==> config.mk <==
export PLATFORM = sky130hd
export DESIGN_NAME = hta_ffz
export DESIGN_NICKNAME = d
export VERILOG_FILES = /design/src/hdl/handle_table_allocator_defines.svh /design/src/hdl/hta_pkg.sv /design/src/hdl/hta_ffz.sv
export SDC_FILE = /design/constraint.sdc
export NUM_CORES = 1
export LEC_CHECK = 0
export BUFFER_PORTS_ARGS = -buffer_cell sky130_fd_sc_hd__buf_2
export CORE_AREA = 2 2 39 41
export DETAILED_ROUTE_END_ITERATION = 16
export DIE_AREA = 0 0 41 43
export MAX_ROUTING_LAYER = met4
export PLACE_DENSITY = 0.77
export SYNTH_ARGS = -nofsm -noshare
export SYNTH_HDL_FRONTEND = slang
export SYNTH_SLANG_ARGS = --single-unit
==> constraint.sdc <==
create_clock -name vclk -period 4.3
set_input_delay 0.645 -clock vclk [all_inputs]
set_output_delay 0.645 -clock vclk [all_outputs]
set_load 0.02 [all_outputs]
==> src/hdl/handle_table_allocator_defines.svh <==
// ----------------------------------------------------------------------------
// Assertion macros for the handle table allocator
// Concurrent checks clocked on clk, disabled while rst_n is low.
// ----------------------------------------------------------------------------
`ifndef HANDLE_TABLE_ALLOCATOR_DEFINES_SVH
`define HANDLE_TABLE_ALLOCATOR_DEFINES_SVH

`ifndef SYNTH
// antecedent implies consequent in the same cycle
`define HTA_ASSERT_IMP(lbl, ante, cons, msg) \
  lbl: assert property (@(posedge clk) disable iff (!rst_n) (ante) |-> (cons)) \
    else $error(msg);
// antecedent implies consequent in the cycle after it
`define HTA_ASSERT_NEXT(lbl, ante, cons, msg) \
  lbl: assert property (@(posedge clk) disable iff (!rst_n) (ante) |=> (cons)) \
    else $error(msg);
`else
`define HTA_ASSERT_IMP(lbl, ante, cons, msg)
`define HTA_ASSERT_NEXT(lbl, ante, cons, msg)
`endif

`endif

==> src/hdl/hta_pkg.sv <==
// ----------------------------------------------------------------------------
// Handle table allocator package
// Field widths, operation and status codes, sequencer states.
// ----------------------------------------------------------------------------
package hta_pkg;

  localparam int MODE_W   = 2;
  localparam int HIDX_W   = 16;
  localparam int OBJ_W    = 32;
  localparam int TAG_W    = 8;
  localparam int STATUS_W = 3;
  localparam int HANDLE_W = 9;

  // bitmap word used by the free search
  localparam int WORD_BITS  = 32;
  localparam int WORD_POS_W = 5;

  typedef enum logic [MODE_W-1:0] {
    MODE_OPEN  = 2'd0,
    MODE_CLOSE = 2'd1,
    MODE_GET   = 2'd2
  } hta_mode_t;

  typedef enum logic [STATUS_W-1:0] {
    ST_OK       = 3'd0,
    ST_FULL     = 3'd1,
    ST_RANGE    = 3'd2,
    ST_FREE     = 3'd3,
    ST_MISMATCH = 3'd4
  } hta_status_t;

  typedef enum logic [2:0] {
    S_CLR,   // bitmap clearing pass after reset
    S_IDLE,
    S_SUM,   // search summary of full words
    S_RDW,   // read bitmap word picked by the summary
    S_FIND,  // pick free bit, allocate
    S_RDE,   // read entry for close / get
    S_CHK,   // check entry, free on close
    S_FIN    // hand result to output register
  } hta_state_t;

  typedef struct packed {
    logic                  found;
    logic [WORD_POS_W-1:0] pos;
  } hta_ffz_t;

endpackage

==> src/hdl/hta_ffz.sv <==
// ----------------------------------------------------------------------------
// Find first zero
// Shared search unit: lowest clear bit of a 32-bit word.
// ----------------------------------------------------------------------------
module hta_ffz (
  input  logic [hta_pkg::WORD_BITS-1:0] vec,
  output hta_pkg::hta_ffz_t             res
);
  import hta_pkg::*;

  logic [WORD_BITS-1:0]  inv;
  logic [WORD_BITS-1:0]  lowest;
  logic [WORD_POS_W-1:0] pos;

  assign inv    = ~vec;
  assign lowest = inv & (~inv + WORD_BITS'(1));

  // one-hot to binary
  always_comb begin
    pos = '0;
    for (int i = 0; i < WORD_BITS; i++) begin
      if (lowest[i]) begin
        pos = pos | WORD_POS_W'(i);
      end
    end
  end

  assign res.found = |inv;
  assign res.pos   = pos;

endmodule

==> results.yml <==
sta:
  worst_pin_slew_ns: 0.318
  slew_headroom_pct: 78.7
  hold_violations: 0
  drv_slew: 0
  fin_crit_ns: 2.81
  fmax_mhz: 356
  rsz0062_at_grt: "no"
  period_share_pct: 65.3
  setup_violations: 0
  fin_tns_setup_ns: 0
grt:
  antenna_found_initial: 0
  grt_pass1_wl_um: 2420
  grt_usage_pct: 18.5
  grt_pass1_vias: 592
  overflow: 0
  grt_max_degree: 9
routing:
  drt-total-wl_um: 1600
  firstDrtPassIters: 5
  drc: 0
  avgRoutedWirePerCell_um: 11.8
  num_vias: 802
  ant_nets: 0
  vias_per_cell: 5.94
  drtIter0Drc: 35
floorplanning:
  row_count: 14
  io_pins: 38
  die-area_um2: 1760
  coreArea_um2: 1380
  die_h_um: 43
  die_x_um: 41
  initial_core_util_pct: 37.3
setup_path:
  cp_num_buf_inv: 2
  path_max_fanout: 5
  worstSetupPathType: "input port to primary output"
  crit_chain: "buf_2 > and3_1 > nand3_1 > nor4b_2 > a21boi_0 > o32ai_1 > buf_2"
  crit_path_top_delay_cell: "nor4b_2"
  slowest_delay_ns: 0.40
  crit_required_ns: 3.65
  cpLargestDelayFamily: "simple AND/OR/NAND/NOR gates"
  crit_path_frequent_cell: "buf_2"
  startpoint_type: "input port"
  end_kind: "primary output"
  worstPathArrival_ns: 2.16
cells_and_area:
  fin_util_pct: 52.5
  n_fill_cell: 140
  stdcell_area_um2: 727
  nNetsFinal: 153
  n_clock_buffer: 0
  layout-area-overhead-vs-synth_pct: 40.7
  drive_gt1_share_pct: 37.8
  nFlopsAndLatches: 0
  seq_area_um2: 0
  diodes: 0
yosys:
  syn_area_per_cell_um2: 6.38
  synth.distinct_cells: 35
  ys_warn_count: 0
  synth_nets: 113
  synth_mux_area_share_pct: 0
  syn-cell-area_um2: 517
  yosys.area_share.simple_pct: 58.4
  synth_seq_area_share_pct: 0
  synth_fa_ha_area_share_pct: 0
  synth_area_leader_cell: "nand3_1"
  syn_inst: 81
  synth_xor_area_share_pct: 0
  synth_top_cells_by_area: "nand3_1, nand2_1, o21ai_0"
  synth_compound_area_share_pct: 38.0
  synth_top_family_by_area: "simple AND/OR/NAND/NOR gates"
  synth_top_area_share_pct: 8.72
placement:
  post_dp_cell_area_um2: 727
  hpwlAfterDp_um: 1340
  port_buffers: 38
  routabilityCongestion: 0.851
outcome:
  status: "complete, no violations"
clocking:
  cts_resized: 0
  ctsHoldBuffers: 0
  post_cts_buffers: 0
pwr:
  ir_drop_v: 0.0000269
  p_per_area_nw_per_um2: 66.7
  leakagePower_uw: 0.000352
job:
  maxCapViolCount: 0
min_path:
  hp-class: "input port to primary output"
cells in the mapped netlist:
cell	number
nand2_1	11
nand3_1	9
o21ai_0	7
inv_1	5
nor2_1	5
a21oi_1	4
nand4_1	4
a211o_1	2
a21boi_0	2
a311oi_1	2
and2_1	2
and4_1	2
and4b_1	2
nand3b_1	2
o211ai_1	2
a21o_1	1
a22o_1	1
a311o_1	1
a41oi_1	1
and3_1	1
and4_4	1
nand2b_1	1
nand2b_4	1
nand4_2	1
nor2_2	1
nor2b_1	1
nor3_2	1
nor4b_2	1
o211a_1	1
o21a_1	1
o21ai_1	1
o311a_1	1
o32ai_1	1
or2b_1	1
or4_4	1
routing by layer:
metal  track usage, %  wire [um]  up-vias
li1                 -          -      399
met1             26.3        700      357
met2             30.6        752       44
met3                0        142        2
met4                0          3        0
met5                -          0        -
area by class of cell:
class,count,area (um^2),area share (%)
Multi-Input combinational cell,76,498,68.5
Timing Repair Buffer,38,190,26.2
Inverter,5,18.8,2.58
Tap cell,16,20.0,2.75
final timing paths:
check	to	cells past startpoint	slack, ns	startpoint
hold / removal	res[5]	4	1.69	vec[31]
setup / recovery	res[3]	7	1.49	vec[17]
stage by stage:
step	std cells	power (uW)	setup slack (ns)	hold slack, ns
floorplan	81	20.8	1.62	1.46
global placement	135	46.6	1.49	1.69
detailed placement	135	47.8	1.51	1.69
CTS	135	48.0	1.50	1.69
global route	135	54.0	1.40	1.73
finish	135	48.5	1.49	1.69
cell usage in the layout, fill, tap and decap left out, types with 4 or more instances in the layout:
cell     count
nor2_1       5
a21oi_1      4
o21ai_0      7
nand2_1     11
nand3_1      9
buf_2       38
nand4_1      4
inv_1        5
report_power, final:
group / internal, uW / leakage, uW / switching, uW / total [uW]
Sequential: 0 / 0 / 0 / 0
Combinational: 21.8 / 0.000352 / 26.6 / 48.5
Clock: 0 / 0 / 0 / 0
logic make-up (layout without fill, tap and decap cells):
logic type,Yosys count,after routing
and+or+nand+nor,48,48
buffers and inverters,5,43
AOI/OAI and AO/OA,28,28
No activity file was read; power rests on OpenSTA's default activity.
